<file path="src/hw/rtl/octal_escape_codec_core_macros.svh">
// Assertion helpers shared by the codec RTL.
// Both macros sample on the rising edge of i_clk and stay quiet while i_rst_n is low.
`ifndef OCTAL_ESCAPE_CODEC_CORE_MACROS_SVH
`define OCTAL_ESCAPE_CODEC_CORE_MACROS_SVH

// The consequent must hold in the same cycle as the antecedent.
`define OEC_ASSERT_SAME(label, ante, cons, msg) \
    label: assert property (@(posedge i_clk) disable iff (!i_rst_n) (ante) |-> (cons)) \
        else $error(msg);

// The consequent must hold in the cycle after the antecedent.
`define OEC_ASSERT_NEXT(label, ante, cons, msg) \
    label: assert property (@(posedge i_clk) disable iff (!i_rst_n) (ante) |=> (cons)) \
        else $error(msg);

`endif

</file>
<file path="src/hw/rtl/oec_pkg.sv">
package oec_pkg;

    // Characters of the escape syntax and the name terminators.
    localparam logic [7:0] CHAR_BSL   = 8'h5C;
    localparam logic [7:0] CHAR_HASH  = 8'h23;
    localparam logic [7:0] CHAR_ZERO  = 8'h30;
    localparam logic [7:0] CHAR_SEVEN = 8'h37;
    localparam logic [7:0] CHAR_NINE  = 8'h39;
    localparam logic [7:0] CHAR_NL    = 8'h0A;
    localparam logic [7:0] CHAR_NUL   = 8'h00;
    localparam logic [7:0] CHAR_SPACE = 8'h20;
    localparam logic [7:0] CHAR_DEL   = 8'h7F;

    // Most bytes one input item can produce, and the width of a byte count.
    localparam int OUT_MAX = 9;
    localparam int CNT_W   = 4;

    // Configuration port geometry and register indexes.
    localparam int         ADDR_W          = 3;
    localparam int         DATA_W          = 32;
    localparam logic [0:0] REG_DECODE_MODE = 1'b0;
    localparam logic [0:0] REG_NUL_TERM    = 1'b1;

    // Lookahead states: how much of a backslash-hash-digits sequence is held.
    localparam logic [2:0] PC_IDLE = 3'd0;
    localparam logic [2:0] PC_BSL  = 3'd1;
    localparam logic [2:0] PC_HASH = 3'd2;
    localparam logic [2:0] PC_DIG1 = 3'd3;
    localparam logic [2:0] PC_DIG2 = 3'd4;

    typedef struct packed {
        logic decode_mode;
        logic nul_terminator;
    } t_cfg;

    typedef struct packed {
        logic [2:0] cnt;
        logic [7:0] d1;
        logic [7:0] d0;
    } t_pend;

    // Element 0 is the first byte sent.
    typedef logic [OUT_MAX-1:0][7:0] t_obuf;

endpackage

</file>
<file path="src/hw/rtl/oec_if.sv">
interface oec_in_if;
    logic       valid;
    logic       ready;
    logic [7:0] data_byte;
    logic       end_of_name;

    modport source (output valid, output data_byte, output end_of_name, input ready);
    modport sink   (input valid, input data_byte, input end_of_name, output ready);
endinterface

interface oec_out_if;
    logic       valid;
    logic       ready;
    logic [7:0] out_byte;
    logic       last_of_run;

    modport source (output valid, output out_byte, output last_of_run, input ready);
    modport sink   (input valid, input out_byte, input last_of_run, output ready);
endinterface

</file>
<file path="src/hw/rtl/oec_gen.sv">
// Works out, for one input item, the bytes it produces and the next lookahead state.
module oec_gen (
    input  logic [7:0]            i_data_byte,
    input  logic                  i_end_of_name,
    input  oec_pkg::t_pend        i_pend,
    input  oec_pkg::t_cfg         i_cfg,
    output oec_pkg::t_obuf        o_list,
    output logic [oec_pkg::CNT_W-1:0] o_count,
    output oec_pkg::t_pend        o_pend
);

    function automatic logic digit_ok(input logic [7:0] c, input logic dec);
        digit_ok = (c >= oec_pkg::CHAR_ZERO) &&
                   (c <= (dec ? oec_pkg::CHAR_SEVEN : oec_pkg::CHAR_NINE));
    endfunction

    // Backslash, hash and three octal digits, first byte in the low bits.
    function automatic logic [39:0] esc_word(input logic [7:0] b);
        esc_word = {oec_pkg::CHAR_ZERO + {5'b0, b[2:0]},
                    oec_pkg::CHAR_ZERO + {5'b0, b[5:3]},
                    oec_pkg::CHAR_ZERO + {6'b0, b[7:6]},
                    oec_pkg::CHAR_HASH, oec_pkg::CHAR_BSL};
    endfunction

    logic [2:0]                  fc;
    oec_pkg::t_obuf              tail;
    logic [oec_pkg::CNT_W-1:0]   tn;
    logic                        use_idle;
    logic [31:0]                 flush_word;
    logic [31:0]                 flush_mask;
    logic [5:0]                  shamt;
    logic [7:0]                  b;
    logic                        dec;

    always_comb begin
        b        = i_data_byte;
        dec      = i_cfg.decode_mode;
        fc       = 3'd0;
        tail     = '0;
        tn       = '0;
        use_idle = 1'b0;
        o_pend   = i_pend;

        if (i_end_of_name) begin
            fc = (i_pend.cnt >= oec_pkg::PC_DIG2) ? oec_pkg::PC_DIG2 : i_pend.cnt;
            tail[0] = (dec && i_cfg.nul_terminator) ? oec_pkg::CHAR_NUL : oec_pkg::CHAR_NL;
            tn = 4'd1;
            o_pend.cnt = oec_pkg::PC_IDLE;
        end else begin
            case (i_pend.cnt)
                oec_pkg::PC_IDLE: begin
                    use_idle = 1'b1;
                end
                oec_pkg::PC_BSL: begin
                    if (b == oec_pkg::CHAR_HASH) begin
                        o_pend.cnt = oec_pkg::PC_HASH;
                    end else begin
                        fc = 3'd1;
                        use_idle = 1'b1;
                    end
                end
                oec_pkg::PC_HASH: begin
                    if (digit_ok(b, dec)) begin
                        o_pend.d0  = b;
                        o_pend.cnt = oec_pkg::PC_DIG1;
                    end else begin
                        fc = 3'd2;
                        use_idle = 1'b1;
                    end
                end
                oec_pkg::PC_DIG1: begin
                    if (digit_ok(b, dec)) begin
                        o_pend.d1  = b;
                        o_pend.cnt = oec_pkg::PC_DIG2;
                    end else begin
                        fc = 3'd3;
                        use_idle = 1'b1;
                    end
                end
                oec_pkg::PC_DIG2: begin
                    if (digit_ok(b, dec) && digit_ok(i_pend.d0, dec) &&
                        digit_ok(i_pend.d1, dec)) begin
                        if (dec) begin
                            tail[0] = {i_pend.d0[1:0], i_pend.d1[2:0], b[2:0]};
                            tn = 4'd1;
                        end else begin
                            // The leading backslash is itself escaped, the rest is literal.
                            tail = {b, i_pend.d1, i_pend.d0, oec_pkg::CHAR_HASH,
                                    esc_word(oec_pkg::CHAR_BSL)};
                            tn = 4'd9;
                        end
                        o_pend.cnt = oec_pkg::PC_IDLE;
                    end else begin
                        fc = 3'd4;
                        use_idle = 1'b1;
                    end
                end
                default: begin
                    use_idle = 1'b1;
                end
            endcase

            if (use_idle) begin
                o_pend.cnt = oec_pkg::PC_IDLE;
                if (b == oec_pkg::CHAR_BSL) begin
                    o_pend.cnt = oec_pkg::PC_BSL;
                end else if (!dec && ((b < oec_pkg::CHAR_SPACE) || (b >= oec_pkg::CHAR_DEL))) begin
                    tail = {32'b0, esc_word(b)};
                    tn = 4'd5;
                end else begin
                    tail[0] = b;
                    tn = 4'd1;
                end
            end
        end
    end

    // Held bytes go first, then the bytes of the new item.
    always_comb begin
        flush_word = {i_pend.d1, i_pend.d0, oec_pkg::CHAR_HASH, oec_pkg::CHAR_BSL};
        case (fc)
            3'd0:    flush_mask = 32'h0000_0000;
            3'd1:    flush_mask = 32'h0000_00FF;
            3'd2:    flush_mask = 32'h0000_FFFF;
            3'd3:    flush_mask = 32'h00FF_FFFF;
            default: flush_mask = 32'hFFFF_FFFF;
        endcase
        shamt   = {fc, 3'b000};
        o_list  = (tail << shamt) | {40'b0, flush_word & flush_mask};
        o_count = {1'b0, fc} + tn;
    end

endmodule

</file>
<file path="src/hw/rtl/octal_escape_codec_core.sv">
// An accepted item waits in the input register, then loads the result register once it is free.
// Throughput: one item per cycle while the receiver is ready and each item yields at most one
// byte; an item that yields n bytes (up to nine) holds the single-byte output register until all leave.
// Reset (synchronous, active low) empties both stages, drops the lookahead and clears
// both configuration registers to zero; no clearing pass is needed.
`include "octal_escape_codec_core_macros.svh"

module octal_escape_codec_core (
    input  logic                           i_clk,
    input  logic                           i_rst_n,
    oec_in_if.sink                         i_in,
    oec_out_if.source                      o_out,
    input  logic                           psel,
    input  logic                           penable,
    input  logic                           pwrite,
    input  logic [oec_pkg::ADDR_W-1:0]     paddr,
    input  logic [oec_pkg::DATA_W-1:0]     pwdata,
    output logic [oec_pkg::DATA_W-1:0]     prdata,
    output logic                           pready
);

    // The block is two registers deep. The input register takes one transfer from
    // the upstream side. The generator turns that item plus the held lookahead bytes
    // into a list of up to nine bytes, which loads the result register in one go.
    // The result register then shifts out one byte per output transfer. The input
    // register moves forward when the result register is empty or its final byte is
    // leaving, so a fresh input transfer can land in the same cycle.

    // Configuration registers. A write completes on the access cycle of the APB
    // transfer; the register index is the word address.
    oec_pkg::t_cfg r_cfg;
    logic [0:0]    w_reg_idx;

    assign w_reg_idx = paddr[2];
    assign pready    = 1'b1;

    always_ff @(posedge i_clk) begin
        if (!i_rst_n) begin
            r_cfg <= '0;
        end else if (psel && penable && pwrite) begin
            case (w_reg_idx)
                oec_pkg::REG_DECODE_MODE: r_cfg.decode_mode    <= pwdata[0];
                oec_pkg::REG_NUL_TERM:    r_cfg.nul_terminator <= pwdata[0];
                default: r_cfg <= r_cfg;
            endcase
        end
    end

    always_comb begin
        case (w_reg_idx)
            oec_pkg::REG_DECODE_MODE: prdata = {31'b0, r_cfg.decode_mode};
            oec_pkg::REG_NUL_TERM:    prdata = {31'b0, r_cfg.nul_terminator};
            default:                  prdata = '0;
        endcase
    end

    // Input register.
    logic       r_in_valid;
    logic [7:0] r_in_byte;
    logic       r_in_eon;

    // Result register: remaining byte count and the bytes, next byte at element 0.
    logic [oec_pkg::CNT_W-1:0] r_cnt;
    oec_pkg::t_obuf            r_buf;

    // Lookahead state. Only the count is reset; the digits are written before use.
    oec_pkg::t_pend r_pend;

    oec_pkg::t_obuf            w_gen_list;
    logic [oec_pkg::CNT_W-1:0] w_gen_cnt;
    oec_pkg::t_pend            n_pend;
    logic                      w_adv;
    logic                      w_in_xfer;
    logic                      w_out_xfer;

    oec_gen u_gen (
        .i_data_byte   (r_in_byte),
        .i_end_of_name (r_in_eon),
        .i_pend        (r_pend),
        .i_cfg         (r_cfg),
        .o_list        (w_gen_list),
        .o_count       (w_gen_cnt),
        .o_pend        (n_pend)
    );

    assign o_out.valid       = (r_cnt != '0);
    assign o_out.out_byte    = r_buf[0];
    assign o_out.last_of_run = (r_cnt == 4'd1);

    assign w_out_xfer = o_out.valid && o_out.ready;
    // The held item moves on once the result register is free by the next edge.
    assign w_adv      = r_in_valid && ((r_cnt == '0) || ((r_cnt == 4'd1) && o_out.ready));
    assign i_in.ready = !r_in_valid || w_adv;
    assign w_in_xfer  = i_in.valid && i_in.ready;

    always_ff @(posedge i_clk) begin
        if (!i_rst_n) begin
            r_in_valid <= 1'b0;
        end else if (w_in_xfer) begin
            r_in_valid <= 1'b1;
        end else if (w_adv) begin
            r_in_valid <= 1'b0;
        end
    end

    always_ff @(posedge i_clk) begin
        if (w_in_xfer) begin
            r_in_byte <= i_in.data_byte;
            r_in_eon  <= i_in.end_of_name;
        end
    end

    always_ff @(posedge i_clk) begin
        if (!i_rst_n) begin
            r_cnt      <= '0;
            r_pend.cnt <= oec_pkg::PC_IDLE;
        end else if (w_adv) begin
            r_cnt  <= w_gen_cnt;
            r_pend <= n_pend;
        end else if (w_out_xfer) begin
            r_cnt <= r_cnt - 4'd1;
        end
    end

    always_ff @(posedge i_clk) begin
        if (w_adv) begin
            r_buf <= w_gen_list;
        end else if (w_out_xfer) begin
            r_buf <= r_buf >> 8;
        end
    end

    // A stalled output with a full input register must hold off upstream.
    `OEC_ASSERT_SAME(a_no_overrun, (o_out.valid && !o_out.ready && r_in_valid), !i_in.ready, "input taken while both stages are full")
    // The end of a name always leaves nothing held.
    `OEC_ASSERT_NEXT(a_eon_flushes, (w_adv && r_in_eon), (r_pend.cnt == oec_pkg::PC_IDLE), "lookahead survived end of name")
    // A loaded list is presented from its first byte.
    `OEC_ASSERT_NEXT(a_load_shows, (w_adv && (w_gen_cnt != '0)), (o_out.valid && (o_out.out_byte == $past(w_gen_list[0]))), "loaded result not presented")
    // Counts stay within what one item can produce and hold.
    `OEC_ASSERT_SAME(a_cnt_range, 1'b1, ((r_cnt <= 4'd9) && (r_pend.cnt <= oec_pkg::PC_DIG2)), "count out of range")

endmodule

</file>
<file path="src/flat_wrapper.sv">
// flat-port wrapper written by rule: the top's interface ports become plain ports
module octal_escape_codec_core_flat 
  (i_clk, i_rst_n, psel, penable, pwrite, paddr, pwdata, prdata, pready, i_in_valid, i_in_data_byte, i_in_end_of_name, i_in_ready, o_out_valid, o_out_out_byte, o_out_last_of_run, o_out_ready);
  oec_in_if i_in_i ();
  oec_out_if o_out_i ();
  input  logic i_clk;
  input  logic i_rst_n;
  input  logic psel;
  input  logic penable;
  input  logic pwrite;
  input  logic [oec_pkg::ADDR_W-1:0] paddr;
  input  logic [oec_pkg::DATA_W-1:0] pwdata;
  output logic [oec_pkg::DATA_W-1:0] prdata;
  output logic pready;
  input wire logic [$bits(i_in_i.valid)-1:0] i_in_valid;
  input wire logic [$bits(i_in_i.data_byte)-1:0] i_in_data_byte;
  input wire logic [$bits(i_in_i.end_of_name)-1:0] i_in_end_of_name;
  output wire logic [$bits(i_in_i.ready)-1:0] i_in_ready;
  output wire logic [$bits(o_out_i.valid)-1:0] o_out_valid;
  output wire logic [$bits(o_out_i.out_byte)-1:0] o_out_out_byte;
  output wire logic [$bits(o_out_i.last_of_run)-1:0] o_out_last_of_run;
  input wire logic [$bits(o_out_i.ready)-1:0] o_out_ready;
  assign i_in_i.valid = i_in_valid;
  assign i_in_i.data_byte = i_in_data_byte;
  assign i_in_i.end_of_name = i_in_end_of_name;
  assign i_in_ready = i_in_i.ready;
  assign o_out_valid = o_out_i.valid;
  assign o_out_out_byte = o_out_i.out_byte;
  assign o_out_last_of_run = o_out_i.last_of_run;
  assign o_out_i.ready = o_out_ready;
  octal_escape_codec_core u_core (.i_clk(i_clk), .i_rst_n(i_rst_n), .i_in(i_in_i), .o_out(o_out_i), .psel(psel), .penable(penable), .pwrite(pwrite), .paddr(paddr), .pwdata(pwdata), .prdata(prdata), .pready(pready));
endmodule
</file>
<file path="config.mk">
export PLATFORM = sky130hd
export DESIGN_NAME = octal_escape_codec_core_flat
export DESIGN_NICKNAME = d
export VERILOG_FILES = /design/src/hw/rtl/oec_pkg.sv /design/src/hw/rtl/oec_if.sv /design/src/hw/rtl/oec_gen.sv /design/src/hw/rtl/octal_escape_codec_core.sv /design/src/flat_wrapper.sv
export VERILOG_INCLUDE_DIRS = /design/src /design/src/hw/rtl
export SDC_FILE = /design/constraint.sdc
export NUM_CORES = 1
export LEC_CHECK = 0
export BUFFER_PORTS_ARGS = -buffer_cell sky130_fd_sc_hd__clkbuf_2
export CAP_MARGIN = 0
export CORE_MARGIN = 4
export CORE_UTILIZATION = 40
export CTS_CLUSTER_SIZE = 30
export DETAILED_ROUTE_END_ITERATION = 16
export PLACE_DENSITY = 0.57
export SLEW_MARGIN = 20
export SYNTH_ARGS = -nofsm -noshare
export SYNTH_HDL_FRONTEND = slang
export SYNTH_SLANG_ARGS = --single-unit
</file>
<file path="constraint.sdc">
create_clock -name i_clk -period 4.7 [get_ports i_clk]
set_input_delay 0.705 -clock i_clk [delete_from_list [all_inputs] [get_ports i_clk]]
set_output_delay 0.705 -clock i_clk [all_outputs]
set_load 0.01 [all_outputs]
</file>
Yosys cells after proc, flatten, opt, wreduce, memory -nomap -nowiden
Index checks and enable logic that the tools add are counted.
Operators by class
  add/subtract/negate cells: 5
  order comparisons: 9
  equal/unequal tests: 14
  shift-type cells: 1
  mux-type cells: 47
  bitwise operators: 4
  reduce and logical (&&, ||, !) cells: 30
Operator list (number)
  72-bit 2-to-1 mux: 6
  64-bit 2-to-1 mux: 3
  32-bit one-hot mux with 4 select lines: 1
  72-bit by 32-bit bitwise OR with 72-bit output: 1
  72-bit by 6-bit left shift with 72-bit output: 1
  32-bit one-hot mux with 2 select lines: 1
  4-bit 2-to-1 mux: 10
  32-bit AND: 1
  3-bit 2-to-1 mux: 9
  8-bit by 6-bit greater-or-equal comparator with 1-bit output, second input constant: 3
  8-bit 2-to-1 mux: 3
  3-bit one-hot mux with 4 select lines: 2
  8-bit less-or-equal comparator: 2
  4-bit by 3-bit inequality test with 1-bit output, second input constant: 4
  6-bit by 3-bit adder with 7-bit output, first input constant: 2
  1-bit logical AND: 13
  3-bit by 2-bit equality test with 1-bit output, second input constant: 4
  11-bit 2-to-1 mux: 1
  5-bit AND reduction: 2
  8-bit by 6-bit equality test with 1-bit output, second input constant: 1
  8-bit by 7-bit equality test with 1-bit output, second input constant: 1
  8-bit by 7-bit greater-or-equal comparator with 1-bit output, second input constant: 1
  8-bit by 6-bit less-or-equal comparator with 1-bit output: 1
  8-bit by 6-bit less-than comparator with 1-bit output, second input constant: 1
  21 further kinds: 36
Word-level totals
  register bits after elaboration: 107
  input bits: 51
  output and inout bits: 44
  word-level logic and storage cells: 128

Longest topological paths before layout
Gate-level depths: netlist of the first run.
  depth in word-level cells: 14
  depth in mapped cells: 15
  depth with buffers taken out: 14

By module
Synthesis of the first run repeated with hierarchy kept, for this count alone.
Second synthesis, totals
  cell total of the unflattened synthesis: 747
  area, all modules: 6920.4 µm²
Modules (own cells, without submodules)
  octal_escape_codec_core: times used 1, cells an instance 422, area an instance 4635.7 µm², sequential area each 3113.0 µm²
  oec_gen: times used 1, cells an instance 325, area an instance 2284.7 µm², sequential area each 0.0 µm²

Worst setup path before layout of the first run
Ideal clock, no wire load.
  kind: reg-to-reg
  from: reg u_core.r_cfg[1] (netlist name)
  to: reg u_core.r_cnt[3] (netlist name)
  library setup time: 0.115 ns
  arrival time: 3.806 ns
  data required time: 4.585 ns
  slack: 0.779 ns
  cell stages (with the launch flop): 16
  path buffers: 3
  clock period less this slack: 3.921 ns
  cells stage by stage: dfxtp_1 -> clkbuf_1 -> inv_1 -> ha_1 -> nand4b_1 -> a31o_4 -> or4_4 -> buf_6 -> a21boi_1 -> inv_1 -> clkbuf_1 -> ha_1 -> a31oi_1 -> xor2_1 -> o21ai_0 -> and2_1
On the way
  word-level cells in the longest chain between the ends: 12
  elaborated cells between the ends (all ways): 29
  those cells by class: 1 x add/sub; 3 x order compare; 18 x mux; 7 x reduce/logical
RTL lines
  start: declaration: line octal_escape_codec_core.sv:31  | oec_pkg::t_cfg r_cfg;
  start signal: assignment: line octal_escape_codec_core.sv:44  | default: r_cfg <= r_cfg;
  4-bit 2-to-1 mux: line oec_gen.sv:14  | (c <= (dec ? oec_pkg::CHAR_SEVEN : oec_pkg::CHAR_NINE));
  8-bit less-or-equal comparator: line oec_gen.sv:14
  1-bit logical AND: line oec_gen.sv:13  | digit_ok = (c >= oec_pkg::CHAR_ZERO) &&
  1-bit logical AND (2 in a row): line oec_gen.sv:81  | if (digit_ok(b, dec) && digit_ok(i_pend.d0, dec) &&
  1-bit 2-to-1 mux / 4-bit 2-to-1 mux (equally long branches): line oec_gen.sv:81
  1-bit one-hot mux with 3 select lines / 4-bit 2-to-1 mux (equally long branches): line oec_gen.sv:50  | case (i_pend.cnt)
  1-bit 2-to-1 mux / 4-bit 2-to-1 mux (equally long branches): line oec_gen.sv:44, oec_gen.sv:105
  4-bit 2-to-1 mux: line oec_gen.sv:103  | if (use_idle) begin
  4-bit 2-to-1 mux: line oec_gen.sv:44  | if (i_end_of_name) begin
  3-bit by 4-bit adder with 4-bit output *: line oec_gen.sv:130  | o_count = {1'b0, fc} + tn;
  4-bit 2-to-1 mux *: line octal_escape_codec_core.sv:117  | end else if (w_adv) begin
  end signal: assignment: line octal_escape_codec_core.sv:118  | r_cnt <= w_gen_cnt;
  end signal: assignment: line octal_escape_codec_core.sv:121  | r_cnt <= r_cnt - 4'd1;
  end: declaration: line octal_escape_codec_core.sv:63  | logic [oec_pkg::CNT_W-1:0] r_cnt;
Every way passes the cells marked *; elsewhere a longest branch is shown, timed or not. The select of a mux whose other input is x is not followed.
A chain may end at the register's enable or synchronous reset.

Worst setup path after layout of the first run
  from: reg u_core.r_in_byte[2]
  to: reg u_core.r_buf (netlist bit u_core.o_out.out_byte[3]), data pin
On the way
  word-level cells in the longest chain between the ends: 13
  elaborated cells between the ends (all ways): 40
  those cells by class: 1 x add/sub; 4 x order compare; 5 x eq/ne; 1 x shift; 21 x mux; 2 x bitwise; 6 x reduce/logical
RTL lines
  start: declaration: line octal_escape_codec_core.sv:59  | logic [7:0] r_in_byte;
  start signal: assignment: line octal_escape_codec_core.sv:108  | r_in_byte <= i_in.data_byte;
  8-bit by 6-bit greater-or-equal comparator with 1-bit output / 8-bit less-or-equal comparator (equally long branches): line oec_gen.sv:13, oec_gen.sv:14
  1-bit logical AND: line oec_gen.sv:13
  1-bit logical AND (2 in a row): line oec_gen.sv:81
  72-bit 2-to-1 mux: line oec_gen.sv:81
  72-bit 2-to-1 mux: line oec_gen.sv:50
  64-bit 2-to-1 mux: line oec_gen.sv:107  | end else if (!dec && ((b < oec_pkg::CHAR_SPACE) || (b >= oec_pkg::CHAR_DEL))) begin
  72-bit 2-to-1 mux: line oec_gen.sv:105  | if (b == oec_pkg::CHAR_BSL) begin
  72-bit 2-to-1 mux: line oec_gen.sv:103
  64-bit 2-to-1 mux: line oec_gen.sv:44
  72-bit by 6-bit left shift with 72-bit output: line oec_gen.sv:129  | o_list = (tail << shamt) | {40'b0, flush_word & flush_mask};
  72-bit by 32-bit bitwise OR with 72-bit output *: line oec_gen.sv:129
  72-bit 2-to-1 mux *: line octal_escape_codec_core.sv:126  | if (w_adv) begin
  end signal: assignment: line octal_escape_codec_core.sv:127  | r_buf <= w_gen_list;
  end signal: assignment: line octal_escape_codec_core.sv:129  | r_buf <= r_buf >> 8;
  end: declaration: line octal_escape_codec_core.sv:64  | oec_pkg::t_obuf r_buf;
Marks and branches as above.

==> results.md, run 1 <==
- Area grow syn2layout: 7.545%
- Seq/Total Area, Yosys: 50.06%
- Fin crit share: 83.29%
- Worst VDD drop: 0.2799 mV
- Crit path time final: 3.915 ns
- Global-route wire length before repair: 27570 µm
- Fill cells: 1423
- H-tree depth: 3
- Synthesized instance count: 609
- Outcome: finished, final reports clean
- Leak: 2.471 nW
- Setup crit end: u_core.o_out.out_byte[3]
- Worst hold path class: reg2reg
- Initial antenna violation count: 0
- Clk Latency, worst-skew pair: 0.36 ns
- Drt via density: 6.040
- Ant diodes: 0
- Post-CTS Setup Bufs: 0
- Routability Congestion: 0.9666
- Num CTS Buffers: 9
- M1 WL: 7782 µm
- Number of port buffers: 29
- Crit path from: u_core.r_in_byte[2]
- Initial Utilization: 40.91%
- WL per Instance: 21.46 µm
- Hpwl dp: 12480 µm
- DRC: 0
- Largest net degree at the start of global routing: 55
- Pwr Density: 552.1 nW/µm²
- Worst Tran Pin Value: 0.9575 ns
- Max Used Layer: met4
- Row count: 45
- Max-slew violations: 0
- Cts-stage hold buffer count: 0
- Die area: 17610 µm²
- DRT iter0 DRCs: 597
- Setup CP Type: reg2reg
- Worst hold slack: 0.5202 ns
- EDFF count, synth: 97
- Yosys top cell by area: edfxtp_1
- # nets final: 702
- Worst hold stages: 1
- Maxcap violations: 0
- Power Total: 3.692 mW
- WL final: 17620 µm
- Setup TNS: 0 ns
- Met2 Routed Length: 7748 µm
- Max Freq: 255.4 MHz
- Share of cells above drive strength 1: 11.53%
- Reg-to-reg startpoint: u_core.r_in_byte[2]
- Crit end category: flop
- Synth top area share: 46.84%
- CP max-delay cell: or4_4
- Clk_skew: 0.009617 ns
- Detail Route Antenna Nets: 0
- Unique masters post-synth: 72
- Vias in the first global route: 4656
- CP most frequent cell: inv_1
- Die height: 132.7 µm
- YS warnings: 0
- Max-slew headroom: 35.78%
- Resized cells post-CTS: 0
- DR WL met3: 1402 µm
- Mean Syn Cell Area: 10.21 µm²
- Clk buf depth: 2
- RSZ-0062 raised after global routing: no
- Critical path fanouts, max: 13
- Syn Std Cell Area: 6218 µm²
- Worst r2r path cells: 11
- Top_reg_cell synth: edfxtp_1
- Async set or reset register ratio after synthesis: 0%
- CTS Sinks: 107
- Multi-input gate area: 2760 µm²
- Core Area: 15200 µm²
- I/O Pins: 95
- R2r setup slk: 0.79 ns
- RR Endpoint: u_core.o_out.out_byte[3]
- Clk slew on worst S/H paths: 0.07 ns
- Required @ worst endpoint: 4.81 ns
- Max stage delay on crit path: 0.61 ns
- GRT Util Overall: 20.11%
- FF+latch area: 3113 µm²
- GRT overflow: 0
- Area contributors post-synth: edfxtp_1 (47%), buf_4 (4.8%), ha_1 (4.6%)
- Final setup viols: 0
- Pre-Repair DR Iteration Count: 6
- CP cell instances: inv_1, ha_1, a211o_1, a31o_4, or4_4, a21boi_1, buf_4, inv_1, nor2_1, nand3_1, o22a_1
- Worst path arrival time: 4.03 ns
- Hold Violations, Final: 0
- Worst setup SP type: flop
- Die Span X: 132.7 µm
- Clk root buf: clkbuf_16
- Synthesized flop and latch total: 107
- CTS tree: done
- Via Count: 4959
worst max-delay path: cells and delay by family (launching register included):
| kind | cells | cell delay, ns |
|---|---|---|
| AND/OR/NAND/NOR | 3 | 1.22 |
| AO/OA/AOI/OAI | 4 | 1.00 |
| buffers and inverters | 3 | 0.58 |
| flip-flops | 1 | 0.52 |
| adder cells (fa/ha/maj) | 1 | 0.33 |
metal layers:
metal | GRT usage (%) | vias to the layer above
li1 | - | 2268
met1 | 28.29 | 2361
met2 | 30.06 | 282
met3 | 4.259 | 48
met4 | 8.661 | 0
met5 | 0 | -
placed cells by master (no fill, tap or decap), drive strengths merged, types with 5 or more instances in the layout:
| cell type | instances |
|---|---|
| a22oi | 9 |
| edfxtp | 97 |
| a22o | 6 |
| a211oi | 10 |
| o21ai | 47 |
| o31ai | 5 |
| nand2 | 62 |
| conb | 34 |
| clkbuf | 42 |
| nand2b | 6 |
| nor2 | 53 |
| inv | 17 |
| a31oi | 7 |
| dfxtp | 10 |
| nor2b | 5 |
| a21oi | 34 |
| nor3 | 19 |
| a32oi | 5 |
| o22ai | 5 |
| nand3 | 14 |
| a21boi | 8 |
| and3 | 7 |
| ha | 23 |
| buf | 15 |
| a2111oi | 5 |
| and2 | 13 |
synth_stat cells, types with 9 or more instances:
library cell  instances
edfxtp_1             97
nand2_1              62
nor2_1               53
o21ai_0              45
buf_4                40
a21oi_1              34
clkbuf_1             23
ha_1                 23
nor3_1               19
inv_1                16
nand3_1              14
and2_1               13
dfxtp_1              10
a211oi_1              9
a22oi_1               9
report_power, final:
group          total, mW  internal [mW]  switching [mW]  leakage [nW]
clock network      0.696          0.359           0.337         0.124
logic               1.24          0.431           0.811          1.33
registers           1.76           1.60           0.152          1.02
total               3.69           2.39            1.30          2.47
logic make-up (layout without fill, tap and decap cells):
family / count (synthesis) / count (layout) / synth area share, %
buf+inv: 85 / 77 / 7.726
mux: 5 / 5 / 0.8853
flops: 107 / 107 / 50.06
compound gates: 185 / 185 / 20.68
xor+xnor: 2 / 2 / 0.2817
simple gates: 200 / 200 / 15.61
other cells: 2 / 34 / 0.1208
fa+ha+maj: 23 / 23 / 4.628
state kept, by name, summed over array words and instances, names as in the netlist:
signal	count
u_core.o_out.out_byte	8
u_core.r_buf	64
u_core.r_in_byte	8
u_core.r_in_valid	1
u_core.r_in_eon	1
u_core.r_cnt	4
u_core.r_cfg	2
u_core.r_pend	19
layout make-up:
class	instances	area share, %
repair buffers	44	3.854
clock inverters	3	0.2619
multi-input cells	449	41.27
inverters	17	0.9542
clock buffers	13	3.592
flip-flops and latches	107	46.55
well taps	188	3.517
per-stage QoR:
step	utilization, %	cells	instance area, µm²	setup WS (ns)
after detailed placement	42.30	805	6430	0.8209
after global routing	43.99	821	6688	0.4989
after floorplan	-	641	6339	0.7791
after CTS	43.99	821	6688	0.7949
after global placement	42.26	805	6425	0.8013
final	43.99	821	6688	0.7853
worst min-delay path by stage:
stage          slack (ns)                  endpoint              start
2_1_floorplan        0.50  u_core.o_out.out_byte[0]    u_core.r_buf[8]
3_3_place_gp         0.50          u_core.r_buf[62]   u_core.r_buf[70]
3_5_place_dp         0.51          u_core.r_buf[63]   u_core.r_buf[71]
4_1_cts              0.51       u_core.r_in_byte[4]  i_in_data_byte[4]
5_1_grt              0.51       u_core.r_in_byte[7]  i_in_data_byte[7]
6_report             0.52          u_core.r_buf[62]   u_core.r_buf[70]
(Power assumes the default switching activity.)
==> run 2: changes to the inputs <==
--- a/config.mk
+++ b/config.mk
@@ -6,13 +6,14 @@
 export SDC_FILE = /design/constraint.sdc
 export NUM_CORES = 1
 export LEC_CHECK = 0
+export ABC_AREA = 1
 export BUFFER_PORTS_ARGS = -buffer_cell sky130_fd_sc_hd__clkbuf_2
 export CAP_MARGIN = 0
 export CORE_MARGIN = 4
 export CORE_UTILIZATION = 40
 export CTS_CLUSTER_SIZE = 30
 export DETAILED_ROUTE_END_ITERATION = 16
-export PLACE_DENSITY = 0.57
+export PLACE_DENSITY = 0.59
 export SLEW_MARGIN = 20
 export SYNTH_ARGS = -nofsm -noshare
 export SYNTH_HDL_FRONTEND = slang
==> constraint.sdc (replaced) <==
create_clock -name i_clk -period 3.5 [get_ports i_clk]
set_input_delay 0.525 -clock i_clk [delete_from_list [all_inputs] [get_ports i_clk]]
set_output_delay 0.525 -clock i_clk [all_outputs]
set_load 0.01 [all_outputs]
==> run 2 against run 1 <==
Net effect: synthesized cell count increased by 23%; wire length decreased by 4.7%; worst hold slack got worse by 0.17 ns; clock-buffer cell count decreased by 3; clock power increased by 33%; clock skew about the same; critical path type unchanged; largest power group unchanged.
==> results.md, run 2 <==
- Outcome: finished, final reports clean
- Clk buf depth: 2 (unchanged)
- Vias in the first global route: 4949 (+6.3%)
- Global-route wire length before repair: 26960 µm (-2.2%)
- Die Span X: 134.7 µm (+1.5%)
- Syn Std Cell Area: 6421 µm² (+3.3%)
- Final WS setup: 0.4088 ns (-0.3765 ns)
- Die area: 18140 µm² (+3.1%)
- Pre-CTS setup slack: 0.2888 ns (-0.5321 ns)
- Share of cells above drive strength 1: 12.14% (+0.61 points)
- Clk slew on worst S/H paths: 0.07 ns (about the same)
- Commonest non-fill, non-tap cells in the layout: nand2_1 (173), edfxtp_1 (97), nand3_1 (89)
- Worst hold path class: in2reg
- Worst Tran Pin Value: 0.7735 ns (-0.1839 ns)
- Synthesized flop and latch total: 107 (unchanged)
- Clk root buf: clkbuf_16
- # nets final: 843 (+20%)
- Initial Utilization: 40.57% (-0.34 points)
- Cts-stage hold buffer count: 0 (unchanged)
- Yosys top cell by area: edfxtp_1
- Number of port buffers: 29 (unchanged)
- Fill cells: 1627 (+14%)
- Top cells by instance count after synthesis: nand2_1 (174), edfxtp_1 (97), nand3_1 (89)
- Leak: 3.005 nW (+22%)
- Die height: 134.7 µm (+1.5%)
- Critical path fanouts, max: 14 (+1)
- RSZ-0062 raised after global routing: no
- Setup TNS: 0 ns (unchanged)
- Pwr Density: 703.5 nW/µm² (+27%)
- Async set or reset register ratio after synthesis: 0% (unchanged)
- Largest regs: u_core.r_buf: 64 flops, u_core.r_pend: 19 flops
- Hold_sp: i_in_data_byte[6]
- Max FFs per register: 64 (unchanged)
- Drt via density: 5.178 (-14%)
- Clk_skew: 0.009756 ns (+0.0001388 ns)
- Reg with most FFs: u_core.r_buf
- Power share of the combinational group: 33.0% (-0.6 points)
- Hpwl dp: 12420 µm (-0.42%)
- Reg-to-reg startpoint: u_core.r_cfg[1]
- Final setup viols: 0 (unchanged)
- Max-slew headroom: 48.24% (+12 points)
- Final Cell Area: 6937 µm² (+3.7%)
- Pre-Repair DR Iteration Count: 5 (-1)
- YS warnings: 0 (unchanged)
- GRT Util Overall: 19.13% (-0.98 points)
- Crit path time final: 3.091 ns (-0.8235 ns)
- Placed Area: 6671 µm² (+3.8%)
- CP cell instances: clkinvlp_4, ha_1, inv_1, a21oi_1, nand2_1, nand2_1, nand3_2, nand2_1, nand3_1, nand2_1, nor2_1, inv_1, nand2_1, nand2_1, nor2_1, a21oi_1, nand2_1
- Setup CP Type: reg2reg
- Core Area: 15830 µm² (+4.1%)
- Ant diodes: 0 (unchanged)
- CP top delay family: simple AND/OR/NAND/NOR gates
- Initial antenna violation count: 0 (unchanged)
- Synth top area share: 45.36% (-1.5 points)
- CTS Sinks: 107 (unchanged)
- CP max-delay cell: dfxtp_1
- Top-count cell post-synth: nand2_1
- Utilization after layout: 43.83% (-0.17 points)
- Switching Share: 35.26% (+0.083 points)
- Resized cells post-CTS: 0 (unchanged)
- Maxcap violations: 0 (unchanged)
- DRC: 0 (unchanged)
- Top_reg_cell synth: edfxtp_1
- Max stage delay on crit path: 0.37 ns (-0.24 ns)
- WL final: 16790 µm (-4.7%)
- EDFF count, synth: 97 (unchanged)
- Synthesized instance count: 748 (+23%)
- Most common cell after layout, fill and taps aside: nand2_1
- Crit path from: u_core.r_cfg[1]
- Crit path buf inv count: 3 (unchanged)
- CP most frequent cell: nand2_1
- Row count: 46 (+2.2%)
- Hold Violations, Final: 0 (unchanged)
- Worst setup SP type: flop
- P_sw: 1.721 mW (+32%)
- Max Freq: 323.5 MHz (+27%)
- Post-CTS Setup Bufs: 0 (unchanged)
- Mean Syn Cell Area: 8.584 µm² (-16%)
- Fin crit share: 88.32% (+5.0 points)
- Largest net degree at the start of global routing: 79 (+44%)
- Max-slew violations: 0 (unchanged)
- Seq pwr share: 48.0% (+0.5 points)
- Worst path arrival time: 3.20 ns (-0.83 ns)
- Detail Route Antenna Nets: 0 (unchanged)
- WL per Instance: 16.95 µm (-21%)
- Unique masters post-synth: 48 (-33%)
- DRT iter0 DRCs: 509 (-15%)
- Num CTS Buffers: 9 (unchanged)
- CTS tree: done
- Area contributors post-synth: edfxtp_1 (45%), nand2_1 (10%), nand3_1 (6.9%)
- Routability Congestion: 0.9368 (-3.1%)
- Clock Power Share: 19.0% (+0.2 points)
- Area grow syn2layout: 8.028%
- Worst VDD drop: 0.8415 mV (+200%)
- H-tree depth: 3 (unchanged)
- Int Power: 3.159 mW (+32%)
- Via Count: 5126 (+3.4%)
- Crit end category: flop
- GRT overflow: 0 (unchanged)
- Seq/Total Area, Yosys: 48.48% (-1.6 points)
- Required @ worst endpoint: 3.61 ns (-1.20 ns)
- I/O Pins: 95 (unchanged)
- Clk Latency, worst-skew pair: 0.35 ns (about the same)
-- run 2: cell types whose count changed in the layout (fill, tap and decap cells not counted), moves of 9 or more --
| cell | delta |
|---|---|
| nand4_1 | +20 |
| nor3_1 | -13 |
| inv_2 | +12 |
| nand3_1 | +75 |
| inv_1 | +49 |
| o21ai_1 | +12 |
| a211oi_1 | -9 |
| and2_1 | -13 |
| o21ai_0 | -25 |
| nand2_1 | +112 |
-- run 2: power groups by stage --
stage	sequential [mW]	combinational [mW]	clock, mW
floorplan	2.33	1.25	0
global placement	2.35	1.61	0
detailed placement	2.37	1.64	0
CTS	2.35	1.64	0.949
global route	2.39	1.85	1.01
finish	2.34	1.61	0.926
-- run 2: kinds of logic (layout without fill, tap and decap cells) --
| family | Yosys count | in the layout | share of synthesized area (%) |
|---|---|---|---|
| buffers and inverters | 146 | 140 | 11.11 |
| AND/OR/NAND/NOR | 368 | 368 | 25.84 |
| flip-flops | 107 | 107 | 48.48 |
| multiplexers | 1 | 1 | 0.1559 |
| other | 2 | 34 | 0.1170 |
| XOR/XNOR | 3 | 3 | 0.4093 |
| adder cells (fa/ha/maj) | 23 | 23 | 4.482 |
| AO/OA/AOI/OAI | 98 | 98 | 9.412 |
-- run 2: worst register-to-register path: stages, from the launching register on --
cell and delay [ns]:
dfxtp_1 0.37, clkinvlp_4 0.28, ha_1 0.38, inv_1 0.06, a21oi_1 0.13, nand2_1 0.10, nand2_1 0.08, nand3_2 0.12
nand2_1 0.12, nand3_1 0.12, nand2_1 0.18, nor2_1 0.13, inv_1 0.13, nand2_1 0.17, nand2_1 0.14, nor2_1 0.06
a21oi_1 0.21, nand2_1 0.08
-- run 2: layout make-up --
type	count	area [µm²]	area share, %
repair buffers	41	247.7	3.571
multi-input cells	527	2729	39.34
flip-flops and latches	107	3113	44.88
clock buffers	10	229.0	3.301
well taps	216	270.3	3.896
inverters	83	315.3	4.545
clock inverters	6	32.53	0.4690
-- run 2: layer usage --
metal  vias up  track usage (%)  share of wire (%)
met2       158            29.91                 47
met3        28            4.210                5.8
met5         -                0                  0
met1      2429            26.34                 45
li1       2511                -                  -
met4         0            6.674                2.8
-- run 2: final timing paths --
kind | depth (start not counted) | endpoint | slack, ns
max | 17 | u_core.r_buf[20] | 0.41
min | 1 | u_core.r_in_byte[6] | 0.35
max reg2reg | 17 | u_core.r_buf[20] | 0.41
min reg2reg | 2 | u_core.r_pend[16] | 0.50
-- run 2: through the flow --
step	hold WS [ns]	instances	total power [mW]
final	0.3464	990	4.880
after global routing	0.3313	990	5.242
after CTS	0.3350	990	4.936
after detailed placement	0.4913	974	4.010
after global placement	0.4719	974	3.958
after floorplan	0.4584	780	3.582
==> run 3: changes to the inputs <==
--- a/config.mk
+++ b/config.mk
@@ -6,8 +6,8 @@
 export SDC_FILE = /design/constraint.sdc
 export NUM_CORES = 1
 export LEC_CHECK = 0
-export ABC_AREA = 1
-export BUFFER_PORTS_ARGS = -buffer_cell sky130_fd_sc_hd__clkbuf_2
+export ABC_AREA = 0
+export BUFFER_PORTS_ARGS = -buffer_cell sky130_fd_sc_hd__buf_2
 export CAP_MARGIN = 0
 export CORE_MARGIN = 4
 export CORE_UTILIZATION = 40
==> run 3 against run 2 <==
Net effect: setup slack worse by 0.27 ns; utilization up 3.4 points; via count up 0.64%; wire length up 8.5%; first-iteration DRC count up 17%; clock power up 17%; non-clock buffer count up 51; sequential cell count unchanged; final cell count down 12%; clock skew down 0.0032 ns; die area down 3.0%; critical path type unchanged; largest cell class unchanged; clock-buffer cell count unchanged.
==> results.md, run 3 (same netlist as run 1, synthesis figures left out) <==
- Outcome: finished, final reports clean
- Max Freq: 297.8 MHz (-7.9%)
- Number of port buffers: 29 (unchanged)
- Worst hold path class: in2reg
- I/O Pins: 95 (unchanged)
- Setup CP Type: reg2reg
- Multi-input gate area: 2829 µm² (+3.7%)
- Met2 Routed Length: 8340 µm (+5.9%)
- Pre-Repair DR Iteration Count: 6 (+1)
- Hold Violations, Final: 0 (unchanged)
- Ant diodes: 0 (unchanged)
- Switching Share: 33.94% (-1.3 points)
- Fill cells: 1423 (-13%)
- Clk_skew: 0.006601 ns (-0.003155 ns)
- Final setup viols: 0 (unchanged)
- Area grow syn2layout: 15.49%
- WL per Instance: 20.95 µm (+24%)
- Max-slew headroom: 42.40% (-5.8 points)
- # nets final: 751 (-11%)
- Power share of the combinational group: 34.6% (+1.6 points)
- Int Power: 3.438 mW (+8.8%)
- Clock Power Share: 20.7% (+1.7 points)
- Clk slew on worst S/H paths: 0.07 ns (about the same)
- Max FFs per register: 64 (unchanged)
- Clk buf depth: 2 (unchanged)
- Maxcap violations: 0 (unchanged)
- Critical path fanouts, max: 6 (-8)
- Num CTS Buffers: 9 (unchanged)
- Initial antenna violation count: 0 (unchanged)
- M1 WL: 8014 µm (+7.3%)
- Die Span X: 132.7 µm (-1.5%)
- Worst Tran Pin Value: 0.8574 ns (+0.08385 ns)
- Via Count: 5159 (+0.64%)
- Fin crit share: 95.93% (+7.6 points)
- Utilization after layout: 47.24% (+3.4 points)
- Share of cells above drive strength 1: 19.53% (+7.4 points)
- Detail Route Antenna Nets: 0 (unchanged)
- Core Area: 15200 µm² (-4.0%)
- Worst setup SP type: flop
- Clk root buf: clkbuf_16
- FF+latch area: 3117 µm² (+0.12%)
- Clk Latency, worst-skew pair: 0.35 ns (about the same)
- Die area: 17610 µm² (-3.0%)
- Max-slew violations: 0 (unchanged)
- Largest regs: u_core.r_buf: 64 flops, u_core.r_pend: 19 flops
- Most common cell after layout, fill and taps aside: edfxtp_1
- Hpwl dp: 13570 µm (+9.2%)
- Pwr Density: 724.6 nW/µm² (+3.0%)
- Setup TNS: 0 ns (unchanged)
- Max Used Layer: met4
- CTS Sinks: 107 (unchanged)
- GRT Util Overall: 20.46% (+1.3 points)
- Row count: 45 (-2.2%)
- Commonest non-fill, non-tap cells in the layout: edfxtp_1 (97), buf_4 (63), nand2_1 (61)
- DRT iter0 DRCs: 594 (+17%)
- Reg with most FFs: u_core.r_buf
- Leak: 2.732 nW (-9.1%)
- Largest net degree at the start of global routing: 29 (-63%)
- H-tree depth: 3 (unchanged)
- Routability Congestion: 0.9453 (+0.91%)
- Vias in the first global route: 4873 (-1.5%)
- DRC: 0 (unchanged)
- CTS tree: done
- GRT overflow: 0 (unchanged)
- DR WL met3: 1348 µm (+39%)
- Worst path arrival time: 3.46 ns (+0.26 ns)
- Global-route wire length before repair: 28060 µm (+4.1%)
- Die height: 132.7 µm (-1.5%)
- Drt via density: 5.937 (+15%)
- P_sw: 1.766 mW (+2.7%)
- WL final: 18210 µm (+8.5%)
- Seq pwr share: 44.7% (-3.3 points)
- Crit end category: flop
- Required @ worst endpoint: 3.60 ns (about the same)
- Crit path time final: 3.358 ns (+0.2664 ns)
- RSZ-0062 raised after global routing: no
- Worst VDD drop: 0.2570 mV (-69%)
- Initial Utilization: 40.91% (+0.34 points)
-- run 3: changes by cell type in the layout (fill, tap and decap cells not counted), sizes merged, moves of 10 or more --
| cell | previous run | this run |
|---|---|---|
| clkbuf | 39 | 10 |
| nand4 | 21 | 1 |
| nand3 | 92 | 14 |
| a211oi | 0 | 10 |
| nor2 | 65 | 53 |
| and2 | 0 | 13 |
| o21ai | 37 | 47 |
| buf | 12 | 92 |
| nor3 | 5 | 19 |
| inv | 78 | 16 |
| nand2 | 181 | 62 |
-- run 3: through the flow --
stage	setup slack, ns	cell area, µm²	hold WS [ns]	instances	total power [mW]
global placement	0.1074	6847	0.4982	853	4.093
CTS	0.07095	7154	0.3286	868	5.225
detailed placement	0.09373	6847	0.5049	853	4.140
floorplan	0.09205	6420	0.4963	641	3.614
global route	0.01710	7182	0.3313	869	5.527
finish	0.1423	7182	0.3438	869	5.204
-- run 3: critical path, cell delays in order, from the launching register on --
cell	delay (ns)
dfxtp_4	0.39
clkinvlp_4	0.19
ha_1	0.33
a211oi_1	0.26
nor3_1	0.13
or4_4	0.59
a211oi_4	0.44
o22ai_1	0.30
a222oi_1	0.40
inv_1	0.06
-- run 3: power by group through the flow --
stage / clock (mW) / sequential, mW / combinational, mW
5_1_grt: 1.16 / 2.37 / 2.00
3_5_place_dp: 0 / 2.35 / 1.79
3_3_place_gp: 0 / 2.33 / 1.76
4_1_cts: 1.10 / 2.33 / 1.80
2_1_floorplan: 0 / 2.32 / 1.30
6_report: 1.08 / 2.32 / 1.80
-- run 3: path summary, 6_finish.rpt --
path                            slack, ns  cells after the start                  end               from
worst min-delay path                 0.34                      1  u_core.r_in_byte[2]  i_in_data_byte[2]
worst max-delay path                 0.14                      9     u_core.r_buf[18]    u_core.r_cfg[1]
worst max register to register       0.14                      9     u_core.r_buf[18]    u_core.r_cfg[1]
worst min register to register       0.52                      1     u_core.r_buf[54]   u_core.r_buf[62]
-- run 3: cell type report --
type,count,share of cell area [%]
Timing Repair inverter,1,0.1045
Tap cell,188,3.275
Multi-Input combinational cell,449,39.39
Sequential cell,107,43.40
Clock inverter,5,1.098
Timing Repair Buffer,92,8.606
Inverter,17,0.9408
Clock buffer,10,3.188
-- run 3: what timing repair did --
item	4_1_cts	5_1_grt
endpoints found under the setup margin	0	19
resized for setup	0	4
buffers inserted	0	0
endpoints found under the hold margin	0	0
hold buffers	0	0
-- run 3: layer usage --
| layer | up-vias | track usage [%] |
|---|---|---|
| li1 | 2365 | - |
| met1 | 2493 | 29.32 |
| met2 | 260 | 32.25 |
| met3 | 41 | 3.194 |
| met4 | 0 | 5.831 |
| met5 | - | 0 |
